## config.mk

```make
export PLATFORM = sky130hd
export DESIGN_NAME = spc_queue
export DESIGN_NICKNAME = d
export VERILOG_FILES = /design/src/sv/spc_pkg.sv /design/src/sv/spc_queue.sv
export SDC_FILE = /design/constraint.sdc
export NUM_CORES = 1
export LEC_CHECK = 0
export ABC_AREA = 1
export CELL_PAD_IN_SITES_DETAIL_PLACEMENT = 0
export CELL_PAD_IN_SITES_GLOBAL_PLACEMENT = 1
export CORE_MARGIN = 1.5
export CORE_UTILIZATION = 47
export CTS_CLUSTER_SIZE = 25
export DETAILED_ROUTE_END_ITERATION = 8
export DONT_BUFFER_PORTS = 1
export PLACE_DENSITY = 0.77
export SLEW_MARGIN = 5
export SYNTH_ARGS = -nofsm -noshare
export SYNTH_HDL_FRONTEND = slang
export SYNTH_SLANG_ARGS = --single-unit
```

## constraint.sdc

```tcl
create_clock -name clock -period 7.85 [get_ports clock]
set_clock_uncertainty 0.1 [all_clocks]
set_input_delay 1.57 -clock clock [delete_from_list [all_inputs] [get_ports clock]]
set_output_delay 1.57 -clock clock [all_outputs]
set_load 0.01 [all_outputs]
```

## src/sv/spc_pkg.sv

```systemverilog
// shared types, constants and the sort key function of the per-key cap filter
// no dependencies
package spc_pkg;

   localparam int DEFAULT_BATCH = 32;
   localparam int QUEUE_DEPTH = 4;
   localparam int CNT_SAT = 16;
   localparam logic [6:0] MAX_RESET = 7'd1;
   localparam logic [31:0] SIGN_BIT = 32'h8000_0000;
   localparam logic [CNT_SAT-1:0] SEEN_MAX = 16'hFFFF;
   localparam int REC_W = 256;
   localparam int RSP_W = REC_W + 2 * CNT_SAT;

   typedef struct packed {
      logic signed [31:0] i_value;
      logic signed [31:0] v_value;
      logic signed [31:0] a_value;
      logic signed [31:0] f_value;
      logic [31:0] profile;
      logic [31:0] causal;
      logic [31:0] anchor;
      logic [31:0] tick;
   } record_type;

   typedef struct packed {
      record_type rec;
      logic summary;
      logic [CNT_SAT-1:0] seen;
   } entry_type;

   typedef struct packed {
      logic valid;
      logic full;
   } queue_status_type;

   function automatic logic [REC_W-1:0] sort_key(input record_type r);
      sort_key = {r.tick, r.anchor, r.causal, r.profile,
         r.f_value ^ SIGN_BIT, r.a_value ^ SIGN_BIT,
         r.v_value ^ SIGN_BIT, r.i_value ^ SIGN_BIT};
   endfunction

endpackage

```

## src/sv/spc_queue.sv

```systemverilog
// short queue between the sorting front and the filtering back
// depends on spc_pkg
module spc_queue (
   input  logic clock,
   input  logic reset,
   input  logic push,
   input  spc_pkg::entry_type push_data,
   input  logic pop,
   output spc_pkg::entry_type pop_data,
   output spc_pkg::queue_status_type status
);
   import spc_pkg::*;

   localparam int PTR_W = $clog2(QUEUE_DEPTH);

   entry_type slots_ff [QUEUE_DEPTH];
   logic [PTR_W-1:0] wr_ff, wr_in, rd_ff, rd_in;
   logic [PTR_W:0] fill_ff, fill_in;

   always_comb begin
      wr_in = push ? wr_ff + 1'b1 : wr_ff;
      rd_in = pop ? rd_ff + 1'b1 : rd_ff;
      fill_in = fill_ff + (PTR_W+1)'(push) - (PTR_W+1)'(pop);
   end

   always_ff @(posedge clock) begin
      if (reset) begin
         wr_ff <= '0;
         rd_ff <= '0;
         fill_ff <= '0;
      end else begin
         wr_ff <= wr_in;
         rd_ff <= rd_in;
         fill_ff <= fill_in;
      end
      if (push) begin
         slots_ff[wr_ff] <= push_data;
      end
   end

   assign pop_data = slots_ff[rd_ff];
   assign status.valid = (fill_ff != '0);
   assign status.full = (fill_ff == (PTR_W+1)'(QUEUE_DEPTH));
endmodule

```

# Word level (Yosys, flattened, before mapping)
# Memories as Yosys holds them, arrays and structs flattened. A register that Yosys moved wholly into a read port is not among the register bits.
# Index checks and enable logic that the tools add are counted.
dict set report word_totals {
  in_bits 277
  ramBits 1092
  word_cells 14
  reg_bits 7
  output_inout_bits 275
  memories 1
}
dict set report op_classes {
  eq_ne 1
  mux 4
  addsub 4
  reduce_logical 1
}
# name depth width rd rd_clocked_by_memory_dff write_ports line
set memory_table {}
lappend memory_table {slots_ff 4 273 1 1 1 spc_queue.sv:16} ;# entry_type slots_ff [QUEUE_DEPTH];
# cell count
set op_table {}
lappend op_table {{2-bit by 1-bit adder with 2-bit output (second input constant)} 2}
lappend op_table {{2-bit 2-to-1 mux} 2}
lappend op_table {{3-bit by 1-bit adder with 3-bit output} 1}
lappend op_table {{3-bit == test (second input constant)} 1}
lappend op_table {{3-bit nonzero test} 1}
lappend op_table {{3-bit by 1-bit subtractor with 3-bit output} 1}
lappend op_table {{1-bit 2-to-1 mux} 2}

# Longest topological paths before layout
dict set report logic_depth {
  ltp_word 3
  mapped_depth 8
  ltp_nobuf 8
}

# Least setup slack after synthesis
# Ideal clock, no wire load.
dict set report synth_path {
  path_kind {input port to flip-flop}
  startpoint {input push}
  endpoint {memory slots_ff[2][0] (netlist bit), enable pin}
  path_slack_ps 291
  n_path_buf 0
  setup_ps 623
  t_arrival_ps 6836
  required_time_ps 7127
  path_stages 2
  path_cell_list {nand2_1 > inv_1}
}
dict set report synth_between {
  elab_chain_cells 2
}
# element line
set synth_lines {}
lappend synth_lines {{start, declared} spc_queue.sv:6} ;# input logic push,
lappend synth_lines {{1-bit 2-to-1 mux} spc_queue.sv:36} ;# if (push) begin
lappend synth_lines {{1-bit 2-to-1 mux (implied by the code)} spc_queue.sv:37} ;# slots_ff[wr_ff] <= push_data;
lappend synth_lines {{end, declared} spc_queue.sv:16}
# Every way passes these cells.

==> results.tsv <==
metric	value	unit
wire per inst	18.8	um
CTS Buf Count	110	
# diodes	0	
die width	306	um
mean cell area of the mapped netlist	13.3	um^2
Post-DP Area	43900	um^2
crit path capture type	output pin	
Final min period	4.77	ns
peak supply drop	207	uV
Slew Limit Fails	0	
initial antenna violation count	3	
pwr/cell area	267	nW/um^2
Detail Placement HPWL	48.2	mm
Vias per Instance	5.09	
Area contributors post-synth	edfxtp_1 76%, inv_1 4.9%, nand2_1 4.8%	
gr usage total	0.176	
Clock Path Buffers	3	
Worst Path Arrival	3.10	ns
Clk Latency, worst-skew pair	0.68	ns
Worst EP required	6.18	ns
CP Buf/Inv Count	1	
period utilisation layout	0.608	
Filler cells	7361	
Slowest-stage cell, CP	dfxtp_4	
FF+latch count, synth	1101	
drt drc	0	
vias	22700	
Synth top area share	0.761	
die height	306	um
# rows	110	
layout cells sized above 1	0.0539	
FMAX	0.209	GHz
drt total wl	84.0	mm
Synth Net Count	3525	
initial drt markers	1566	
Setup Viol. Count Final	0	
number of max-cap violations	0	
Synth top cells by count	1092 x edfxtp_1, 562 x inv_1, 554 x nand2_1	
Post-Syn Instances	3241	
largest net degree at the start of global routing	261	
Synth warnings	0	
GRT overflow	0	
I/O pin count	552	
Worst-path clk slew	0.06	ns
antenna-violating nets left	0	
count of cell types in the netlist	16	
Synth Cell Area	43100	um^2
router iterations before antenna repair	5	
clock tree from TritonCTS	yes	
Hold Violations, Final	0	
worst path cell trace	buf_12, a21oi_1, o21ai_0, nand2_1	
CP max FO	214	
worst setup path class	reg2out	
Post-CTS Setup Repair Bufs	0	
P_leak	0.0172	uW
CTS Hold Buffers Added	0	
register area	33000	um^2
gp weighted congestion	0.769	
wire length of the first global-routing pass	126	mm
pre-CTS setup slack	3.87	ns
DIE AREA	93500	um^2
EDFF count, synth	1092	
RSZ-0062 raised after global routing	no	
max incr delay on CP	0.92	ns
max_slew headroom	0.175	
register area share after synthesis	0.765	
Worst-Margin Slew	1.24	ns
top-count cell post-synth	edfxtp_1	
area delta synth->final	9.97	%
CTS H-tree lvls	3	
PortBufs	0	
Core Area	90400	um^2
Async S/R FF share, synth	0	
CP top delay family	flip-flops	
Final Cell Area	47400	um^2
Multi-input gate area	7030	um^2
number of clock sinks	1101	
Starting Density	0.476	
worst hold path class	reg2reg	
Synth area leader	edfxtp_1	
nets	3474	
Synth Flop Type	edfxtp_1	
Setup crit start kind	flop	
cts repair resizes	0	
vias in the first global route	21100	
status	finished clean	
Root Buffer	clkbuf_16	
setup ws final	3.08	ns
setup TNS	0	ns
## power by group
group	total [uW]	leakage (uW)	switching (uW)	internal [uW]
registers	6800	0.0101	61.8	6740
logic	848	0.00537	666	182
clock network	5030	0.00172	2100	2930
total	12700	0.0172	2830	9850
## placed cells by master (no fill, tap or decap), types with 2 or more instances in the layout
cell	instances
edfxtp_1	1092
inv_1	558
nand2_1	554
a21oi_1	279
o21ai_0	277
o211ai_1	273
clkbuf_16	111
clkinv_1	27
clkbuf_1	27
clkinv_2	21
buf_4	11
bufinv_16	10
buf_12	8
dfxtp_1	7
ha_1	6
inv_8	5
nor2_1	4
clkinv_8	4
nand3_1	2
dfxtp_4	2
inv_6	2
## cell families after synthesis
| family | after synthesis | synth area share |
|---|---|---|
| flip-flops | 1101 | 0.765 |
| AND/OR/NAND/NOR | 560 | 0.0488 |
| buffers and inverters | 744 | 0.0715 |
| AO/OA/AOI/OAI | 829 | 0.112 |
| adder cells (fa/ha/maj) | 7 | 0.00221 |
## tightest hold or removal path, stage by stage (launching register included)
cell and delay [ns]:
dfxtp_1 0.30, inv_1 0.05, a21oi_1 0.06
## final timing paths
path	start	depth (start not counted)	end	slack, ns
setup / recovery	flop	4	pop_data[97]	3.08
hold / removal	rd_ff[1]	2	flop	0.35
setup reg to reg	wr_ff[0]	5	slots_ff[2][66]	5.05
hold reg to reg	rd_ff[1]	2	flop	0.35
## final cells by class
| class | instances | area share |
|---|---|---|
| inverters | 562 | 0.0452 |
| flip-flops and latches | 1101 | 0.696 |
| well taps | 1176 | 0.0311 |
| multi-input cells | 1396 | 0.148 |
| clock inverters | 68 | 0.0134 |
| repair buffers | 19 | 0.00512 |
| clock buffers | 138 | 0.0608 |
## flip-flops by register name (all words and copies together) (netlist names), named ones only
name / flops
slots_ff: 1092
rd_ff: 2
wr_ff: 2
fill_ff: 3
## through the flow
stage | power [uW] | hold WS [ns] | util | std cells
2_1_floorplan | 7620 | 0.336 | - | 3241
3_3_place_gp | 7780 | 0.341 | 0.485 | 4254
3_5_place_dp | 7790 | 0.349 | 0.485 | 4254
4_1_cts | 12800 | 0.359 | 0.524 | 4460
5_1_grt | 13100 | 0.400 | 0.524 | 4460
6_report | 12700 | 0.351 | 0.524 | 4460
## metal layers
layer / part of all wire / GRT usage / routed length [um]
met5: 0.00048 / 0 / 40
met4: 0.037 / 0.0730 / 3090
met2: 0.49 / 0.292 / 41000
met1: 0.39 / 0.203 / 32400
met3: 0.089 / 0.0695 / 7440
No activity file was read; power rests on OpenSTA's default activity.
