File: src/sv/spc_pkg.sv
// shared types, constants and the sort key function of the per-key cap filter
// no dependencies
package spc_pkg;

   localparam int DEFAULT_BATCH = 32;
   localparam int QUEUE_DEPTH = 4;
   localparam int CNT_SAT = 16;
   localparam logic [6:0] MAX_RESET = 7'd1;
   localparam logic [31:0] SIGN_BIT = 32'h8000_0000;
   localparam logic [CNT_SAT-1:0] SEEN_MAX = 16'hFFFF;
   localparam int REC_W = 256;
   localparam int RSP_W = REC_W + 2 * CNT_SAT;

   typedef struct packed {
      logic signed [31:0] i_value;
      logic signed [31:0] v_value;
      logic signed [31:0] a_value;
      logic signed [31:0] f_value;
      logic [31:0] profile;
      logic [31:0] causal;
      logic [31:0] anchor;
      logic [31:0] tick;
   } record_type;

   typedef struct packed {
      record_type rec;
      logic summary;
      logic [CNT_SAT-1:0] seen;
   } entry_type;

   typedef struct packed {
      logic valid;
      logic full;
   } queue_status_type;

   function automatic logic [REC_W-1:0] sort_key(input record_type r);
      sort_key = {r.tick, r.anchor, r.causal, r.profile,
         r.f_value ^ SIGN_BIT, r.a_value ^ SIGN_BIT,
         r.v_value ^ SIGN_BIT, r.i_value ^ SIGN_BIT};
   endfunction

endpackage

File: src/sv/spc_filter.sv
// back: takes sorted entries from the queue, caps each tick and anchor run,
// and holds the response register; depends on spc_pkg
module spc_filter (
   input  logic clock,
   input  logic reset,
   input  logic [6:0] max_per_anchor,
   input  spc_pkg::queue_status_type q_status,
   input  spc_pkg::entry_type q_data,
   output logic q_pop,
   output logic rsp_tvalid,
   input  logic rsp_tready,
   output logic [spc_pkg::RSP_W-1:0] rsp_tdata,
   output logic rsp_tuser,
   output logic rsp_tlast
);
   import spc_pkg::*;

   logic out_valid_ff, out_valid_in, out_sum_ff, out_sum_in;
   logic [RSP_W-1:0] out_data_ff, out_data_in;
   logic first_ff, first_in;
   logic [31:0] prev_tick_ff, prev_tick_in, prev_anchor_ff, prev_anchor_in;
   logic [6:0] run_ff, run_in, kept_ff, kept_in, run_cur;
   logic can_load, new_run, keep;

   assign can_load = !out_valid_ff || rsp_tready;
   assign q_pop = q_status.valid && can_load;
   assign new_run = first_ff || (q_data.rec.tick != prev_tick_ff)
      || (q_data.rec.anchor != prev_anchor_ff);
   assign run_cur = new_run ? '0 : run_ff;
   assign keep = run_cur < max_per_anchor;

   always_comb begin
      out_valid_in = out_valid_ff;
      out_sum_in = out_sum_ff;
      out_data_in = out_data_ff;
      first_in = first_ff;
      prev_tick_in = prev_tick_ff;
      prev_anchor_in = prev_anchor_ff;
      run_in = run_ff;
      kept_in = kept_ff;
      if (can_load) begin
         out_valid_in = 1'b0;
      end
      if (q_pop) begin
         if (q_data.summary) begin
            out_valid_in = 1'b1;
            out_sum_in = 1'b1;
            out_data_in = {q_data.seen - CNT_SAT'(kept_ff), q_data.seen, REC_W'(0)};
            first_in = 1'b1;
            kept_in = '0;
            run_in = '0;
         end else begin
            first_in = 1'b0;
            prev_tick_in = q_data.rec.tick;
            prev_anchor_in = q_data.rec.anchor;
            run_in = run_cur;
            if (keep) begin
               out_valid_in = 1'b1;
               out_sum_in = 1'b0;
               out_data_in = {(2*CNT_SAT)'(0), q_data.rec};
               run_in = run_cur + 1'b1;
               kept_in = kept_ff + 1'b1;
            end
         end
      end
   end

   always_ff @(posedge clock) begin
      if (reset) begin
         out_valid_ff <= 1'b0;
         first_ff <= 1'b1;
         run_ff <= '0;
         kept_ff <= '0;
      end else begin
         out_valid_ff <= out_valid_in;
         first_ff <= first_in;
         run_ff <= run_in;
         kept_ff <= kept_in;
      end
      out_sum_ff <= out_sum_in;
      out_data_ff <= out_data_in;
      prev_tick_ff <= prev_tick_in;
      prev_anchor_ff <= prev_anchor_in;
   end

   assign rsp_tvalid = out_valid_ff;
   assign rsp_tdata = out_data_ff;
   assign rsp_tuser = out_sum_ff;
   assign rsp_tlast = out_sum_ff;
endmodule

File: config.mk
export PLATFORM = sky130hd
export DESIGN_NAME = spc_filter
export DESIGN_NICKNAME = d
export VERILOG_FILES = /design/src/sv/spc_pkg.sv /design/src/sv/spc_filter.sv
export SDC_FILE = /design/constraint.sdc
export NUM_CORES = 1
export LEC_CHECK = 0
export BUFFER_PORTS_ARGS = -buffer_cell sky130_fd_sc_hd__buf_2
export CAP_MARGIN = 0
export CORE_AREA = 2 2 227 229
export CTS_CLUSTER_SIZE = 12
export DETAILED_ROUTE_END_ITERATION = 8
export DIE_AREA = 0 0 229 231
export HOLD_SLACK_MARGIN = 0.05
export PLACE_DENSITY = 0.58
export SKIP_LAST_GASP = 1
export SYNTH_ARGS = -nofsm -noshare
export SYNTH_HDL_FRONTEND = slang
export SYNTH_SLANG_ARGS = --single-unit
File: constraint.sdc
create_clock -name clock -period 64.7 [get_ports clock]
set_input_delay 12.94 -clock clock [delete_from_list [all_inputs] [get_ports clock]]
set_output_delay 12.94 -clock clock [all_outputs]
set_load 0.005 [all_outputs]
Yosys cells after proc, flatten, opt, wreduce, memory -nomap -nowiden
Cells that the tools add are included. W data, S select, Z words.

Register bits after elaboration: 369. Word-level logic and storage cells: 37. Output and inout bits: 292.

Bitwise gates (word level): 1. Reductions and logical operators: 8. Multiplexer cells: 13. Add/subtract/negate cells: 3. Eq/ne operators: 2. $lt $le $gt $ge: 1.

Operators by type and width (number): $mux W288 (2); $ne A32 B32 Y1 (2); $mux W7 (5); $sub A16 B7 Y16 (1); $add A7 B1 Y7 const B (2); $lt A7 B7 Y1 (1); $mux W1 (6); $reduce_and A2 Y1 (2); $logic_or A1 B1 Y1 (3); $reduce_bool A2 Y1 (1); $logic_and A1 B1 Y1 (1); $logic_not A1 Y1 (1); $not A1 Y1 (1).

Depth between registers and ports, before layout
Gate-level depths: netlist of the first run.

Depth after elaboration: 8. Mapped depth: 16. Depth with buffers taken out: 14.

Worst setup path after synthesis of the first run
OpenSTA, ideal clock, no wires.

Kind: input to register. From: in q_data[71] (netlist bit). To: reg out_data_ff[0] (netlist: rsp_tdata[0]), enable pin. Path buffers: 1. Cell stages on the path: 13. Data arrival time: 29263 ps. Slack: 34400 ps. Required time: 63664 ps. Path through: nor2b_1 -> a2111o_1 -> nor4_1 -> nand4_1 -> buf_6 -> nor3_1 -> ha_1 -> nor2b_1 -> o21ai_0 -> a21oi_1 -> nor3_1 -> o31ai_4 -> a21oi_1.

Cells in the longest elaborated chain, start to end: 6.

RTL lines: from (decl) (RTL line spc_filter.sv:8) `input spc_pkg::entry_type q_data,`; $ne A32 B32 Y1 (RTL line spc_filter.sv:28) `|| (q_data.rec.anchor != prev_anchor_ff);`; $logic_or A1 B1 Y1 (RTL line spc_filter.sv:28); $mux W7 (RTL line spc_filter.sv:29) `assign run_cur = new_run ? '0 : run_ff;`; $lt A7 B7 Y1 (RTL line spc_filter.sv:30) `assign keep = run_cur < max_per_anchor;`; $reduce_bool A2 Y1 (no line); $reduce_and A2 Y1 (no line); to (signal assigned) (RTL line spc_filter.sv:81) `out_data_ff <= out_data_in;`; to (decl) (RTL line spc_filter.sv:19) `logic [RSP_W-1:0] out_data_ff, out_data_in;`.

Every way passes these cells. A chain may end at the register's enable or synchronous reset.

Final worst setup path of the first run
From: in rsp_tready. To: out q_pop.

Cells in the longest elaborated chain, start to end: 2.

RTL lines: from (decl) (RTL line spc_filter.sv:11) `input logic rsp_tready,`; $logic_or A1 B1 Y1 (RTL line spc_filter.sv:25) `assign can_load = !out_valid_ff || rsp_tready;`; $logic_and A1 B1 Y1 (RTL line spc_filter.sv:26) `assign q_pop = q_status.valid && can_load;`; to (decl) (RTL line spc_filter.sv:9) `output logic q_pop,`.

Every way passes these cells.

==> flow_metrics.tcl, run 1 <==
set metrics [dict create \
    status "finished, final reports clean" \
    drive_gt1_frac 0.401 \
    crit_top_cell "buf_2" \
    synthFlopType "edfxtp_1" \
    setup_violations 0 \
    die-area_sq_mm 0.0529 \
    vias_per_cell 4.41 \
    fin_skew_ns 0.0212 \
    vdd_drop_max_mv 0.0202 \
    critPathMaxFanout 13 \
    cts_buffers 42 \
    antenna_found_initial 7 \
    area_delta_synth_final_pct 33.0 \
    root_buffer "clkbuf_16" \
    grt.total_usage 0.147 \
    synth.distinct_cells 55 \
    gp_congestion 0.886 \
    setup_tns_ns 0 \
    period_share 0.418 \
    netlist_area_sq_mm 0.0148 \
    critPathLaunchType "primary input" \
    dr.pass1.iters 4 \
    grt_max_degree 153 \
    htreeDepth 2 \
    worstPathRequired_ns 51.76 \
    grt_pass1_wl_mm 59.4 \
    synth-edff-count 353 \
    slew_viol_final 0 \
    drt-initial-drc-count 540 \
    io_buffer_count 575 \
    post-route-min-period_ns 27.02 \
    nets 1880 \
    slew_headroom 0.274 \
    via_count 10100 \
    cp.arrival_ns 14.08 \
    power.density_mw_per_mm2 27.7 \
    synth_most_common_cell "edfxtp_1" \
    ys_warn_count 0 \
    ys_seq_area_frac 0.736 \
    dp_hpwl_mm 30.0 \
    clk_pin_slew_ns 0.06 \
    slowest_stage "nand2_1" \
    cts_setup_buffers 0 \
    synth_top_area_cell "edfxtp_1" \
    core-area_sq_mm 0.0507 \
    tightest_slew_ns 1.09 \
    hold_ws_ns 0.499 \
    die_y_um 231 \
    hp-class "flip-flop to flip-flop" \
    worstSetupPathType "primary input to output port" \
    wl_per_cell_um 17.7 \
    synthArstFlopShare 0 \
    start_util 0.293 \
    ant_nets 0 \
    synth_nets 1295 \
    synthCells 994 \
    postCtsHoldBufs 0 \
    synth.ff_latch_count 369 \
    crit_path_max_incr_delay_ns 0.42 \
    synth_commonest_cells "edfxtp_1 (353), nor2b_1 (260), inv_1 (41)" \
    rsz0062_at_grt "false" \
    worstPathCellList "buf_2 > nand2b_1 > nand2_1 > inv_1 > buf_2" \
    avgSynthCellArea_sq_um 14.9 \
    cts_tree "done" \
    clock-sinks 369 \
    crit_path_end_kind "output port" \
    rows 83 \
    drc 0 \
    finalHoldViolations 0 \
    utilization 0.389 \
    yosysTopAreaCellShare 0.714 \
    die-width_um 229 \
    clock_path_buffers 3 \
    power_leakage_uw 0.00792 \
    ioPinCount 577 \
    fmax_mhz 37.0 \
    clkLatencyLatePin_ns 0.56 \
    cts_resized 0 \
    overflow 0 \
    synthTopCellsByArea "edfxtp_1 (71%), nor2b_1 (11%), xnor2_1 (2.4%)" \
    drv_cap 0 \
    grt_pass1_vias 10100 \
    wirelength_mm 40.4 \
]
## flip-flops by register name (all words and copies together), names as in the netlist
| signal | cells |
|---|---|
| rsp_tvalid | 1 |
| run_ff | 7 |
| prev_anchor_ff | 32 |
| rsp_tlast | 1 |
| kept_ff | 7 |
| first_ff | 1 |
| rsp_tdata | 288 |
| prev_tick_ff | 32 |
## cell families after synthesis
group	after synthesis	share of synthesized area
and+or+nand+nor	397	0.161
DFF	369	0.736
xor gates and xnor gates	49	0.0289
adders and majority gates	16	0.0140
AOI/OAI and AO/OA	79	0.0372
buffers and inverters	82	0.0215
muxes	2	0.00143
## metal layers
layer,global-route usage,wire length (um)
met1,0.176,16200
met2,0.245,19600
met3,0.0505,3320
met4,0.0528,1270
met5,0,56
## where the power goes
part / switching, uW / internal [uW] / total [uW]
Combinational: 26.6 / 21.8 / 48.4
Sequential: 3.93 / 279 / 283
Clock: 93.3 / 122 / 215
## critical path: cells and delay by family
family | cells | cell delay [ns]
and+or+nand+nor | 2 | 0.56
buffers and inverters | 3 | 0.57
## per-stage QoR
| stage | setup slack [ns] | area [sq um] | total power (uW) | cells |
|---|---|---|---|---|
| after CTS | 37.69 | 19700 | 555 | 2287 |
| after detailed placement | 37.70 | 18500 | 337 | 2215 |
| after global placement | 37.70 | 18500 | 336 | 2215 |
| after global routing | 37.62 | 19700 | 569 | 2288 |
| final | 37.68 | 19700 | 547 | 2290 |
| after floorplan | 34.40 | 14800 | 313 | 994 |
## path summary, 6_finish.rpt
kind / slack [ns] / startpoint / depth (start not counted) / endpoint
worst max-delay path: 37.68 / rsp_tready / 5 / q_pop
worst min-delay path: 0.50 / rsp_tvalid / 2 / rsp_tvalid
worst max register to register: 57.85 / prev_anchor_ff[12] / 16 / rsp_tdata[129]
worst min register to register: 0.50 / rsp_tvalid / 2 / rsp_tvalid
## cell type report
type | count | area, sq um
well taps | 680 | 851
multi-input cells | 543 | 3620
fillers | 4901 | 30900
flip-flops and latches | 369 | 10900
diodes | 3 | 7.51
inverters | 41 | 154
repair buffers | 582 | 2950
clock buffers | 54 | 1120
clock inverters | 18 | 114
## cell usage in the layout (no fill, tap or decap), types with 6 or more instances in the layout
cell type and count:
or3_1 12, a21oi_1 22, nand4_1 15, nor3_1 16
dfxtp_1 16, xor2_1 9, a31oi_1 7, o21ai_0 10
clkbuf_1 11, inv_1 41, ha_1 15, clkinv_1 8
xnor2_1 40, nor2_1 18, clkbuf_16 43, nand3_1 12
nor2b_1 260, o211ai_1 6, nand2_1 18, buf_4 6
buf_2 574, and2_1 17, o31ai_1 6, edfxtp_1 353
(Power assumes the default switching activity.)
==> run 2: changes to the inputs <==
--- a/config.mk
+++ b/config.mk
@@ -5,14 +5,15 @@
 export SDC_FILE = /design/constraint.sdc
 export NUM_CORES = 1
 export LEC_CHECK = 0
+export ABC_AREA = 1
 export BUFFER_PORTS_ARGS = -buffer_cell sky130_fd_sc_hd__buf_2
 export CAP_MARGIN = 0
-export CORE_AREA = 2 2 227 229
+export CORE_AREA = 2 2 225 227
 export CTS_CLUSTER_SIZE = 12
 export DETAILED_ROUTE_END_ITERATION = 8
-export DIE_AREA = 0 0 229 231
+export DIE_AREA = 0 0 227 229
 export HOLD_SLACK_MARGIN = 0.05
-export PLACE_DENSITY = 0.58
+export PLACE_DENSITY = 0.62
 export SKIP_LAST_GASP = 1
 export SYNTH_ARGS = -nofsm -noshare
 export SYNTH_HDL_FRONTEND = slang
==> constraint.sdc (replaced) <==
create_clock -name clock -period 24.4 [get_ports clock]
set_input_delay 4.88 -clock clock [delete_from_list [all_inputs] [get_ports clock]]
set_output_delay 4.88 -clock clock [all_outputs]
set_load 0.005 [all_outputs]
==> flow_metrics.tcl, run 2 <==
set metrics [dict create \
    status "finished, final reports clean" \
    vias_per_cell 4.20 \
    die-area_sq_mm 0.0520 \
    synth.distinct_cells 34 \
    hold_ws_ns 0.483 \
    cts_buffers 42 \
    slowest_stage "clkinv_1" \
    final_cell_mix "buf_2 (574), edfxtp_1 (353), inv_1 (342), nor2_1 (315), nand2_1 (201)" \
    rows 82 \
    area_delta_synth_final_pct 31.9 \
    cts_setup_buffers 0 \
    clock_path_buffers 3 \
    antenna_found_initial 12 \
    reg2reg_from "prev_anchor_ff[19]" \
    die_y_um 229 \
    yosysTopAreaCellShare 0.687 \
    cts_resized 0 \
    worstSetupPathType "primary input to output port" \
    rsz0062_at_grt "false" \
    dr.pass1.iters 5 \
    slew_headroom 0.276 \
    synth_most_common_cell "edfxtp_1" \
    netlist_area_sq_mm 0.0154 \
    synth_nets 1734 \
    clkLatencyLatePin_ns 0.55 \
    worstPathRequired_ns 19.52 \
    finalHoldViolations 0 \
    drv_cap 0 \
    synth_commonest_cells "edfxtp_1 (353), inv_1 (342), nor2_1 (315)" \
    root_buffer "clkbuf_16" \
    ys_warn_count 0 \
    cp_top_family "buffers and inverters" \
    synthArstFlopShare 0 \
    grt_pass1_vias 11300 \
    crit_path_end_kind "output port" \
    synthFlopType "edfxtp_1" \
    ys_seq_area_frac 0.707 \
    worstPathCellList "buf_2 > inv_1 > nand2_1 > nand2_2 > clkinv_1 > buf_2" \
    synthTopCellsByArea "edfxtp_1 (69%), inv_1 (8.3%), nor2_1 (7.7%)" \
    r2r-end "rsp_tdata[183]" \
    crit_path_max_incr_delay_ns 0.32 \
    dp.cells 2649 \
    crit_buf_inv 4 \
    cp.arrival_ns 5.89 \
    tightest_slew_ns 1.09 \
    layout.cells.non_filler 2728 \
    start_util 0.311 \
    die-width_um 227 \
    io_buffer_count 575 \
    final_common_cell "buf_2" \
    slew_viol_final 0 \
    post-route-min-period_ns 10.77 \
    critPathLaunchType "primary input" \
    setup_tns_ns 0 \
    postCtsHoldBufs 0 \
    dp_hpwl_mm 30.9 \
    avgSynthCellArea_sq_um 10.8 \
    largest_reg_flops 288 \
    setup_violations 0 \
    fin_skew_ns 0.0191 \
    power.density_mw_per_mm2 73.0 \
    via_count 11400 \
    synthCells 1433 \
    hold_depth 2 \
    htreeDepth 2 \
    cts_tree "done" \
    ant_nets 0 \
    vdd_drop_max_mv 0.0637 \
    grt_max_degree 134 \
    reg2reg_depth 19 \
    drive_gt1_frac 0.325 \
    wirelength_mm 42.4 \
    synth_top_area_cell "edfxtp_1" \
    wl_per_cell_um 15.5 \
    core-area_sq_mm 0.0497 \
    clk_pin_slew_ns 0.06 \
    grt.total_usage 0.156 \
    gp_congestion 0.859 \
    hp-class "flip-flop to flip-flop" \
    nFillCells 4877 \
    ioPinCount 577 \
    min_from "run_ff[5]" \
    power_leakage_uw 0.00998 \
    critPathMaxFanout 9 \
    r2r_slack_ns 19.53 \
    synth.ff_latch_count 369 \
    drc 0 \
    fmax_mhz 92.8 \
    synth-edff-count 353 \
    clock-sinks 369 \
    nets 2322 \
    hold_path_end "run_ff[5]" \
    crit_top_cell "buf_2" \
    overflow 0 \
    period_share 0.441 \
    grt_pass1_wl_mm 62.6 \
    drt-initial-drc-count 547 \
]
## run 2: cell types whose count changed in the layout (fill, tap and decap cells not counted), sizes merged, moves of 15 or more
cell,change
nor2,+306
o21ai,+15
nand2,+189
inv,+311
xnor2,-21
and2,-16
nor3,-15
nor2b,-260
## run 2: report_power, final
part,internal (uW),switching (uW),total (uW)
clock network,344,251,595
registers,741,11.2,752
logic,56.0,83.4,139
## run 2: worst min-delay path: cells and delay by family (launching register included)
family           cells  cell delay [ns]
flip-flops           1             0.32
AND/OR/NAND/NOR      1             0.06
AO/OA/AOI/OAI        1             0.06
## run 2: kinds of logic after synthesis
kind of cell    Yosys count  share of synthesized area
simple gates            580                      0.152
buf+inv                 391                     0.0958
flops                   369                      0.707
compound gates           53                     0.0181
xor+xnor                 24                     0.0136
fa+ha+maj                16                     0.0135
## run 2: layout make-up
class	count	area, sq um	area share
sequential	369	10900	0.536
multi-input combinational	673	3040	0.149
timing repair buffer	580	2930	0.144
inverter	355	1340	0.0658
clock buffer	53	1160	0.0568
tap	672	841	0.0413
clock inverter	20	119	0.00584
antenna	6	15.0	0.000738
## run 2: per-stage QoR
stage / area [sq um] / total power (uW) / setup WS, ns / util
3_3_place_gp: 19100 / 904 / 13.62 / 0.384
2_1_floorplan: 15400 / 829 / 14.15 / -
5_1_grt: 20400 / 1550 / 13.54 / 0.410
4_1_cts: 20300 / 1510 / 13.61 / 0.410
3_5_place_dp: 19100 / 907 / 13.62 / 0.384
6_report: 20400 / 1490 / 13.63 / 0.410
## run 2: worst max-delay path by stage
| stage | startpoint | end | cells after the start |
|---|---|---|---|
| 6_report | rsp_tready | q_pop | 6 |
| 5_1_grt | rsp_tready | q_pop | 6 |
| 4_1_cts | rsp_tready | q_pop | 6 |
| 3_5_place_dp | rsp_tready | q_pop | 6 |
| 3_3_place_gp | rsp_tready | q_pop | 6 |
| 2_1_floorplan | q_data[77] | rsp_tdata[0] | 19 |
## run 2: metal layers
| layer | part of all wire | GRT usage |
|---|---|---|
| met2 | 0.50 | 0.272 |
| met4 | 0.025 | 0.0492 |
| met5 | 0.0016 | 0 |
| met3 | 0.080 | 0.0490 |
| met1 | 0.39 | 0.182 |
